File: src/rtl/core/stereo_tremolo_sine_lfo_defines.svh
// Assertion macros shared by the tremolo RTL.
`ifndef STEREO_TREMOLO_SINE_LFO_DEFINES_SVH
`define STEREO_TREMOLO_SINE_LFO_DEFINES_SVH

`ifndef NO_ASSERTIONS
// Concurrent assertion that is switched off while reset is asserted.
`define STT_ASSERT_RST(lbl, clk_s, rst_s, prop, msg) \
  lbl: assert property (@(posedge clk_s) disable iff (!rst_s) prop) else $error(msg);
// Concurrent assertion that is checked at every rising clock edge.
`define STT_ASSERT(lbl, clk_s, prop, msg) \
  lbl: assert property (@(posedge clk_s) prop) else $error(msg);
`else
`define STT_ASSERT_RST(lbl, clk_s, rst_s, prop, msg)
`define STT_ASSERT(lbl, clk_s, prop, msg)
`endif

`endif

File: src/rtl/core/sttrem_pkg.sv
package sttrem_pkg;

  // Configuration register indexes.
  localparam int CFG_INDEX_BITS = 2;
  localparam int CFG_DATA_BITS  = 24;
  localparam logic [CFG_INDEX_BITS-1:0] CFG_PHASE_STEP  = 2'd0;
  localparam logic [CFG_INDEX_BITS-1:0] CFG_DEPTH       = 2'd1;
  localparam logic [CFG_INDEX_BITS-1:0] CFG_STEREO_MODE = 2'd2;

  // Register reset values.
  localparam logic [23:0] PHASE_STEP_RESET = 24'd357914;
  localparam logic [15:0] DEPTH_RESET      = 16'd16384;

  // Unity in Q1.15 and pi/2 in Q30 for building the sine table.
  localparam logic [16:0] ONE_Q15     = 17'd32768;
  localparam logic [63:0] HALF_PI_Q30 = 64'd1686629713;

  // Sequencer states.
  typedef enum logic [2:0] {
    S_IDLE,
    S_ROM,
    S_GAIN,
    S_GL,
    S_ML,
    S_MR,
    S_FIN
  } state_t;

endpackage

File: src/rtl/core/sttrem_if.sv
// Input sample channel.
interface sttrem_in_if #(parameter int W = 16);
  logic                valid;
  logic                ready;
  logic signed [W-1:0] left_in;
  logic signed [W-1:0] right_in;
  modport source (output valid, output left_in, output right_in, input ready);
  modport sink (input valid, input left_in, input right_in, output ready);
endinterface

// Result sample channel.
interface sttrem_out_if #(parameter int W = 16);
  logic                valid;
  logic                ready;
  logic signed [W-1:0] left_out;
  logic signed [W-1:0] right_out;
  modport source (output valid, output left_out, output right_out, input ready);
  modport sink (input valid, input left_out, input right_out, output ready);
endinterface

// Configuration write channel.
interface sttrem_cfg_if;
  logic                                 valid;
  logic                                 ready;
  logic [sttrem_pkg::CFG_INDEX_BITS-1:0] index;
  logic [sttrem_pkg::CFG_DATA_BITS-1:0]  data;
  modport source (output valid, output index, output data, input ready);
  modport sink (input valid, input index, input data, output ready);
endinterface

File: src/rtl/core/stereo_tremolo_sine_lfo.sv
// Channel   Modport  Payload                        Accepted when
// in_s      sink     left_in, right_in (signed)     in_s.valid && in_s.ready
// out_s     source   left_out, right_out (signed)   out_s.valid && out_s.ready
// cfg_s     sink     index, data                    cfg_s.valid && cfg_s.ready
//
// An item passes the steps S_ROM to S_FIN before the next is accepted: a registered
// sine ROM read and three passes through the single shared multiplier
// (depth times sine, then left and right sample times gain), each registered.
// The result register lets the next item be accepted while a result waits.
// A stalled result holds the sequencer in its last step until the slot frees.
// Reset is synchronous (rst_n low) and needs no clearing pass; the sine table
// is a constant.
`include "stereo_tremolo_sine_lfo_defines.svh"

module stereo_tremolo_sine_lfo #(
  parameter int SAMPLE_BITS        = 16,
  parameter int PHASE_BITS         = 32,
  parameter int SINE_TABLE_ENTRIES = 256
) (
  input  logic        clk,
  input  logic        rst_n,
  sttrem_in_if.sink   in_s,
  sttrem_out_if.source out_s,
  sttrem_cfg_if.sink  cfg_s
);

  localparam int LB = PHASE_BITS - 2;
  localparam int IW = $clog2(SINE_TABLE_ENTRIES);
  localparam int NB = $clog2(SINE_TABLE_ENTRIES + 1);
  localparam int AW = (SAMPLE_BITS > 18) ? SAMPLE_BITS : 18;
  localparam int PW = AW + 18;
  localparam logic signed [PW-1:0] SAT_HI =
    {{(PW - SAMPLE_BITS + 1){1'b0}}, {(SAMPLE_BITS - 1){1'b1}}};
  localparam logic signed [PW-1:0] SAT_LO = ~SAT_HI;

  // Sine entry by an integer Taylor series in Q30, rounded to Q15.
  function automatic logic [15:0] sine_q15(input int unsigned idx);
    logic [63:0]        x;
    logic [63:0]        x2;
    logic [63:0]        term;
    logic [63:0]        r;
    logic signed [63:0] sum;
    x    = (64'(idx) * sttrem_pkg::HALF_PI_Q30) / SINE_TABLE_ENTRIES;
    x2   = (x * x) >> 30;
    term = x;
    sum  = '0;
    for (int k = 0; k < 7; k++) begin
      if ((k & 1) != 0) begin
        sum = sum - signed'(term);
      end else begin
        sum = sum + signed'(term);
      end
      term = (term * x2) >> 30;
      case (k)
        0: term = term / 6;
        1: term = term / 20;
        2: term = term / 42;
        3: term = term / 72;
        4: term = term / 110;
        5: term = term / 156;
        default: term = term / 210;
      endcase
    end
    if (sum < 0) begin
      sum = '0;
    end
    r = (unsigned'(sum) + 64'd16384) >> 15;
    if (r > 64'd32767) begin
      r = 64'd32767;
    end
    return 16'(r);
  endfunction

  // Floor shift by 15 and saturate to the sample width.
  function automatic logic [SAMPLE_BITS-1:0] sat_shift(input logic signed [PW-1:0] v);
    logic signed [PW-1:0] sh;
    sh = v >>> 15;
    if (sh > SAT_HI) begin
      sh = SAT_HI;
    end else if (sh < SAT_LO) begin
      sh = SAT_LO;
    end
    return sh[SAMPLE_BITS-1:0];
  endfunction

  // Quarter-wave sine table.
  logic [15:0] sine_rom [SINE_TABLE_ENTRIES];
  for (genvar gi = 0; gi < SINE_TABLE_ENTRIES; gi++) begin : g_rom
    assign sine_rom[gi] = sine_q15(gi);
  end

  sttrem_pkg::state_t state_r, state_nxt;

  logic [23:0]           phase_step_r;
  logic [15:0]           depth_r;
  logic                  stereo_mode_r;
  logic [PHASE_BITS-1:0] phase_r;

  logic signed [SAMPLE_BITS-1:0] x_l_r, x_r_r;
  logic [1:0]                    q_r;
  logic [IW-1:0]                 p_r;
  logic [15:0]                   rom_q_r;
  logic                          neg_r;
  logic                          max_r;
  logic signed [PW-1:0]          prod_r;
  logic signed [17:0]            gl_r, gr_r;
  logic [SAMPLE_BITS-1:0]        left_sat_r;
  logic                          out_valid_r;
  logic [SAMPLE_BITS-1:0]        out_left_r, out_right_r;

  logic                  in_ready;
  logic                  in_fire;
  logic                  out_load;
  logic [PHASE_BITS-1:0] step_ext;
  logic [LB+NB-1:0]      pfull;
  logic [IW-1:0]         rom_addr;
  logic [16:0]           d_sat;
  logic signed [17:0]    one_minus_d;
  logic [16:0]           sine_mag;
  logic signed [17:0]    sine_s;
  logic signed [AW-1:0]  mul_a;
  logic signed [17:0]    mul_b;
  logic signed [PW-1:0]  prod_shift;

  // Phase step, truncated or widened to the accumulator width.
  assign step_ext = PHASE_BITS'({{PHASE_BITS{1'b0}}, phase_step_r});

  // Table position from the bits below the quadrant.
  assign pfull = (LB + NB)'(phase_r[LB-1:0]) * (LB + NB)'(SINE_TABLE_ENTRIES);

  // Odd quadrants read the table backward; position zero there is full scale.
  always_comb begin
    if (q_r[0] && (p_r == '0)) begin
      rom_addr = '0;
    end else if (q_r[0]) begin
      rom_addr = IW'(SINE_TABLE_ENTRIES) - p_r;
    end else begin
      rom_addr = p_r;
    end
  end

  // Depth saturates at full scale.
  assign d_sat       = (depth_r > 16'd32768) ? sttrem_pkg::ONE_Q15 : {1'b0, depth_r};
  assign one_minus_d = signed'({1'b0, sttrem_pkg::ONE_Q15 - d_sat});

  // Signed sine sample from the table read.
  assign sine_mag = max_r ? 17'd32767 : {1'b0, rom_q_r};
  assign sine_s   = neg_r ? -signed'({1'b0, sine_mag}) : signed'({1'b0, sine_mag});

  assign prod_shift = prod_r >>> 15;
  assign in_fire    = in_s.valid && in_ready;

  // Sequencer: next state, handshake and multiplier operand selection.
  always_comb begin
    state_nxt = state_r;
    in_ready  = 1'b0;
    out_load  = 1'b0;
    mul_a     = AW'(x_l_r);
    mul_b     = gl_r;
    case (state_r)
      sttrem_pkg::S_IDLE: begin
        in_ready = 1'b1;
        if (in_s.valid) begin
          state_nxt = sttrem_pkg::S_ROM;
        end
      end
      sttrem_pkg::S_ROM: begin
        state_nxt = sttrem_pkg::S_GAIN;
      end
      sttrem_pkg::S_GAIN: begin
        mul_a     = AW'(signed'({1'b0, d_sat}));
        mul_b     = sine_s;
        state_nxt = sttrem_pkg::S_GL;
      end
      sttrem_pkg::S_GL: begin
        state_nxt = sttrem_pkg::S_ML;
      end
      sttrem_pkg::S_ML: begin
        mul_a     = AW'(x_l_r);
        mul_b     = gl_r;
        state_nxt = sttrem_pkg::S_MR;
      end
      sttrem_pkg::S_MR: begin
        mul_a     = AW'(x_r_r);
        mul_b     = gr_r;
        state_nxt = sttrem_pkg::S_FIN;
      end
      sttrem_pkg::S_FIN: begin
        out_load = !out_valid_r || out_s.ready;
        if (out_load) begin
          state_nxt = sttrem_pkg::S_IDLE;
        end
      end
      default: begin
        state_nxt = sttrem_pkg::S_IDLE;
      end
    endcase
  end

  // State register.
  always_ff @(posedge clk) begin
    if (!rst_n) begin
      state_r <= sttrem_pkg::S_IDLE;
    end else begin
      state_r <= state_nxt;
    end
  end

  // Configuration registers and phase accumulator.
  always_ff @(posedge clk) begin
    if (!rst_n) begin
      phase_step_r  <= sttrem_pkg::PHASE_STEP_RESET;
      depth_r       <= sttrem_pkg::DEPTH_RESET;
      stereo_mode_r <= 1'b0;
      phase_r       <= '0;
    end else begin
      if (cfg_s.valid) begin
        case (cfg_s.index)
          sttrem_pkg::CFG_PHASE_STEP:  phase_step_r  <= cfg_s.data;
          sttrem_pkg::CFG_DEPTH:       depth_r       <= cfg_s.data[15:0];
          sttrem_pkg::CFG_STEREO_MODE: stereo_mode_r <= cfg_s.data[0];
          default: ;
        endcase
      end
      if (in_fire) begin
        phase_r <= phase_r + step_ext;
      end
    end
  end

  // Result valid flag.
  always_ff @(posedge clk) begin
    if (!rst_n) begin
      out_valid_r <= 1'b0;
    end else if (out_load) begin
      out_valid_r <= 1'b1;
    end else if (out_s.ready) begin
      out_valid_r <= 1'b0;
    end
  end

  // Datapath registers, loaded step by step.
  always_ff @(posedge clk) begin
    if (in_fire) begin
      x_l_r <= in_s.left_in;
      x_r_r <= in_s.right_in;
      q_r   <= phase_r[PHASE_BITS-1:PHASE_BITS-2];
      p_r   <= pfull[LB+IW-1:LB];
    end
    if (state_r == sttrem_pkg::S_ROM) begin
      rom_q_r <= sine_rom[rom_addr];
      neg_r   <= q_r[1];
      max_r   <= q_r[0] && (p_r == '0);
    end
    if ((state_r == sttrem_pkg::S_GAIN) || (state_r == sttrem_pkg::S_ML) ||
        (state_r == sttrem_pkg::S_MR)) begin
      prod_r <= PW'(mul_a) * PW'(mul_b);
    end
    if (state_r == sttrem_pkg::S_GL) begin
      gl_r <= signed'(prod_shift[17:0]) + one_minus_d;
    end
    if (state_r == sttrem_pkg::S_ML) begin
      gr_r <= stereo_mode_r ? ((one_minus_d <<< 1) - gl_r) : gl_r;
    end
    if (state_r == sttrem_pkg::S_MR) begin
      left_sat_r <= sat_shift(prod_r);
    end
    if (out_load) begin
      out_left_r  <= left_sat_r;
      out_right_r <= sat_shift(prod_r);
    end
  end

  assign in_s.ready      = in_ready;
  assign cfg_s.ready     = 1'b1;
  assign out_s.valid     = out_valid_r;
  assign out_s.left_out  = out_left_r;
  assign out_s.right_out = out_right_r;

  // Accepting an item advances the phase by exactly one step.
  `STT_ASSERT_RST(a_phase_adv, clk, rst_n,
                  in_fire |=> (phase_r == $past(phase_r + step_ext)),
                  "phase did not advance by one step")
  // The right-lane product is always followed by the delivery step.
  `STT_ASSERT_RST(a_mr_to_fin, clk, rst_n,
                  (state_r == sttrem_pkg::S_MR) |=> (state_r == sttrem_pkg::S_FIN),
                  "sequencer skipped delivery")
  // A pending result that is not taken holds the sequencer in delivery.
  `STT_ASSERT_RST(a_fin_hold, clk, rst_n,
                  ((state_r == sttrem_pkg::S_FIN) && out_valid_r && !out_s.ready) |=>
                  (state_r == sttrem_pkg::S_FIN),
                  "result overwritten while stalled")
  // The left gain stays within plus and minus unity.
  `STT_ASSERT_RST(a_gain_range, clk, rst_n,
                  (state_r == sttrem_pkg::S_ML) |->
                  ((gl_r <= 18'sd32768) && (gl_r >= -18'sd32768)),
                  "left gain out of range")

endmodule
File: src/flat_wrapper.sv
// flat-port wrapper written by rule: the top's interface ports become plain ports
module stereo_tremolo_sine_lfo_flat 
#(
  parameter int SAMPLE_BITS        = 16,
  parameter int PHASE_BITS         = 32,
  parameter int SINE_TABLE_ENTRIES = 256
)
  (clk, rst_n, in_s_valid, in_s_left_in, in_s_right_in, in_s_ready, out_s_valid, out_s_left_out, out_s_right_out, out_s_ready, cfg_s_valid, cfg_s_index, cfg_s_data, cfg_s_ready);
  sttrem_in_if in_s_i ();
  sttrem_out_if out_s_i ();
  sttrem_cfg_if cfg_s_i ();
  input  logic clk;
  input  logic rst_n;
  input wire logic [$bits(in_s_i.valid)-1:0] in_s_valid;
  input wire logic [$bits(in_s_i.left_in)-1:0] in_s_left_in;
  input wire logic [$bits(in_s_i.right_in)-1:0] in_s_right_in;
  output wire logic [$bits(in_s_i.ready)-1:0] in_s_ready;
  output wire logic [$bits(out_s_i.valid)-1:0] out_s_valid;
  output wire logic [$bits(out_s_i.left_out)-1:0] out_s_left_out;
  output wire logic [$bits(out_s_i.right_out)-1:0] out_s_right_out;
  input wire logic [$bits(out_s_i.ready)-1:0] out_s_ready;
  input wire logic [$bits(cfg_s_i.valid)-1:0] cfg_s_valid;
  input wire logic [$bits(cfg_s_i.index)-1:0] cfg_s_index;
  input wire logic [$bits(cfg_s_i.data)-1:0] cfg_s_data;
  output wire logic [$bits(cfg_s_i.ready)-1:0] cfg_s_ready;
  assign in_s_i.valid = in_s_valid;
  assign in_s_i.left_in = in_s_left_in;
  assign in_s_i.right_in = in_s_right_in;
  assign in_s_ready = in_s_i.ready;
  assign out_s_valid = out_s_i.valid;
  assign out_s_left_out = out_s_i.left_out;
  assign out_s_right_out = out_s_i.right_out;
  assign out_s_i.ready = out_s_ready;
  assign cfg_s_i.valid = cfg_s_valid;
  assign cfg_s_i.index = cfg_s_index;
  assign cfg_s_i.data = cfg_s_data;
  assign cfg_s_ready = cfg_s_i.ready;
  stereo_tremolo_sine_lfo #(.SAMPLE_BITS(SAMPLE_BITS), .PHASE_BITS(PHASE_BITS), .SINE_TABLE_ENTRIES(SINE_TABLE_ENTRIES)) u_core (.clk(clk), .rst_n(rst_n), .in_s(in_s_i), .out_s(out_s_i), .cfg_s(cfg_s_i));
endmodule
File: config.mk
export PLATFORM = sky130hd
export DESIGN_NAME = stereo_tremolo_sine_lfo_flat
export DESIGN_NICKNAME = d
export VERILOG_FILES = /design/src/rtl/core/sttrem_pkg.sv /design/src/rtl/core/sttrem_if.sv /design/src/rtl/core/stereo_tremolo_sine_lfo.sv /design/src/flat_wrapper.sv
export VERILOG_INCLUDE_DIRS = /design/src /design/src/rtl/core
export SDC_FILE = /design/constraint.sdc
export NUM_CORES = 2
export LEC_CHECK = 0
export BUFFER_PORTS_ARGS = -buffer_cell sky130_fd_sc_hd__buf_2
export CAP_MARGIN = 5
export CORE_MARGIN = 4
export CORE_UTILIZATION = 35
export CTS_BUF_LIST = sky130_fd_sc_hd__clkbuf_8
export DETAILED_ROUTE_END_ITERATION = 6
export SLEW_MARGIN = 20
export SYNTH_ARGS = -nofsm -noshare
export SYNTH_HDL_FRONTEND = slang
export SYNTH_SLANG_ARGS = --single-unit
File: constraint.sdc
create_clock -name clk -period 13.5 [get_ports clk]
set_input_delay 0.675 -clock clk [delete_from_list [all_inputs] [get_ports clk]]
set_output_delay 0.675 -clock clk [all_outputs]
set_load 0.02 [all_outputs]
==> reports/qor.yml <==
status: "complete, but fails checks"
violations: "design-rule violations"
critical_path_class: "reg2reg"
syn_to_final_growth_pct: 9.73
tns_ps: 0
fmax_ghz: 0.111
place_congestion: 0.983
hpwlAfterDp_mm: 66.0
clk_path_buf_depth: 3
hold_path_depth: 1
core.rowCount: 102
min-delay-start: "in_s_left_in[9]"
fp.dieW_um: 287
finalNonFillerCells: 4315
synth_edf_count: 164
period_minus_slack_ps: 8990
slew_violations: 0
slowest_stage: "a21oi_1"
drc_errors: 2
critPathMaxFanout: 22
cp-end-kind: "flop"
postRouteAntennaNets: 0
antenna_found_initial: 4
drt_iter0_drc: 2515
post_cts_resized: 0
cts_buffers: 45
h-tree-depth: 2
yosys.area.top_type_share_pct: 23.5
grt_overflow: 0
worstMarginPinSlew_ps: 1150
seqCellArea_sq_mm: 0.00647
place_inst: 4234
yosysMostFrequentCell: "inv_1"
reg2reg_depth: 33
rr_startpoint: "u_core.max_r"
syn_inst: 3201
max_slew_margin_pct: 23.2
grt_max_degree: 84
start_util_pct: 35.3
use_met1_pct: 28.6
ys_ff_latch: 241
fin_nets: 3784
arrival_ps: 9360
first_global_vias: 23141
cts_root_buffer: "clkbuf_8"
crit_family: "adder cells"
die_area_sq_mm: 0.0825
finalHoldViolations: 0
yosysTopAreaCell: "fa_1"
rsz0062_at_grt: "false"
hold_end: "u_core.x_l_r[9]"
cts_sinks: 241
fin_skew_ps: 70.6
grt_use_met2_pct: 33.1
syn-num-nets: 3744
clock_latency_ps: 650
synth.distinct_cells: 77
async_reset_ff_share_pct: 0
crit_path_start_kind: "flop"
syn_avg_cell_area_sq_um: 8.53
avgRoutedWirePerCell_um: 20.4
post_cts_buffers: 0
synth_area_leaders: "fa_1 23%, edfxtp_1 18%, ha_1 7.3%"
synth_ff_type: "edfxtp_1"
viasPerCell: 5.49
die_h_um: 287
cts.clk_slew.worst_paths_ps: 60
r2r_setup_slack_ps: 4510
n_fill_cell: 8114
slowest_delay_ps: 880
setup_viol: 0
hp-class: "in2reg"
worst_r2r_endpoint: "u_core.prod_r[31]"
firstDrtPassIters: 7
postCtsHoldBufs: 0
yosysSeqAreaShare_pct: 23.7
totalWireLength_mm: 88.2
maxCapViolations: 0
required_ps: 13870
netlist_area_sq_mm: 0.0273
vias: 23672
yosys_warnings: 0
fin_crit_sh_pct: 66.6
grt_pass1_wl_mm: 136
critPathBufInv: 6
core_area_sq_mm: 0.0773
grt_most_used_layer: "met2"
drive_gt1_share_pct: 8.31
portBuffers: 96
gr-usage-met3_pct: 4.00
io_pins: 98
cts_tree: "done"
grt_util_all_layers_pct: 21.2
synth_common_cells: "449 x inv_1, 425 x nand2_1, 320 x fa_1"
multi_input_area_sq_mm: 0.0186
state kept, by name, summed over array words and instances (netlist names), 16 cells and up:
| name | count |
|---|---|
| u_core.phase_r | 32 |
| u_core.out_s.left_out | 16 |
| u_core.gr_r | 18 |
| u_core.prod_r | 21 |
| u_core.x_r_r | 16 |
| u_core.x_l_r | 16 |
| u_core.left_sat_r | 16 |
| u_core.out_s.right_out | 16 |
| u_core.gl_r | 18 |
| u_core.phase_step_r | 24 |
| u_core.depth_r | 16 |
worst reg2reg max path: cells and delay by family (launching register included):
| kind | cells | cell delay, ps |
|---|---|---|
| fa+ha+maj | 8 | 3380 |
| compound gates | 12 | 3090 |
| simple gates | 7 | 1310 |
| flops | 1 | 670 |
| buf+inv | 6 | 290 |
placed cells by master, fill, tap and decap left out, types with 12 or more instances in the layout:
master,synthesis,layout
edfxtp_1,164,164
o221a_2,12,12
nand3_1,50,50
and3_1,12,12
buf_4,1,67
or3_1,14,14
fa_1,320,320
a21o_1,56,56
o311ai_0,16,16
dfxtp_1,77,77
a21oi_1,230,229
ha_1,160,160
a311oi_1,12,12
buf_2,5,96
nand2_1,425,424
a31oi_1,34,34
nor2b_1,19,19
nor4_1,12,12
nor3_1,50,50
o21ai_0,151,150
clkbuf_8,0,48
mux2i_1,12,12
a221oi_1,17,17
o21a_1,17,17
xor2_1,23,20
nand2b_1,36,36
inv_1,449,456
o22ai_1,21,21
and2_1,28,28
nor2_1,318,317
o221ai_1,20,20
a211oi_1,33,33
o211ai_1,35,35
xnor2_1,67,64
area by class of cell:
cell class / instances / area share, %
multi-input combinational: 2339 / 62.1
sequential: 241 / 21.6
inverter: 451 / 5.65
tap: 1040 / 4.34
timing repair buffer: 163 / 3.28
clock buffer: 48 / 2.21
clock inverter: 31 / 0.844
antenna: 2 / 0.0167
worst max-delay path by stage:
| stage | startpoint | to | slack [ps] | depth (start not counted) |
|---|---|---|---|---|
| final | u_core.max_r | u_core.prod_r[31] | 4510 | 33 |
| after global routing | u_core.max_r | u_core.prod_r[31] | 3970 | 33 |
| after CTS | u_core.max_r | u_core.prod_r[31] | 4630 | 33 |
| after detailed placement | u_core.max_r | u_core.prod_r[31] | 4650 | 33 |
| after global placement | u_core.max_r | u_core.prod_r[31] | 4680 | 33 |
| after floorplan | u_core.max_r | u_core.prod_r[35] | 5440 | 33 |
logic make-up after synthesis:
logic type	count (synthesis)	synth area share [%]
AO/OA/AOI/OAI	752	17.7
flip-flops	241	23.7
multiplexers	12	0.440
AND/OR/NAND/NOR	1004	15.9
other	1	0.0137
XOR/XNOR	90	2.89
adder cells (fa/ha/maj)	480	30.8
buffers and inverters	621	8.57
per-layer routing:
layer / up-vias / part of all wire (%) / wire (um)
met3: 241 / 8.2 / 7260
met1: 11488 / 42 / 37100
met4: 4 / 5.2 / 4620
li1: 10862 / - / -
met2: 1077 / 44 / 39200
met5: - / 0.032 / 28
metrics by stage:
stage	area, sq um	utilization, %	hold WS [ps]	worst slack (ps)
after global routing	30000	38.7	172	3970
after CTS	30000	38.7	147	4630
after detailed placement	29000	37.6	405	4650
final	30000	38.7	201	4510
after floorplan	27300	-	400	5440
after global placement	29000	37.6	402	4680
Power is left out: the tool's default activity adds up to more than one toggle a clock period on the data nets, which glitch-free logic cannot reach.
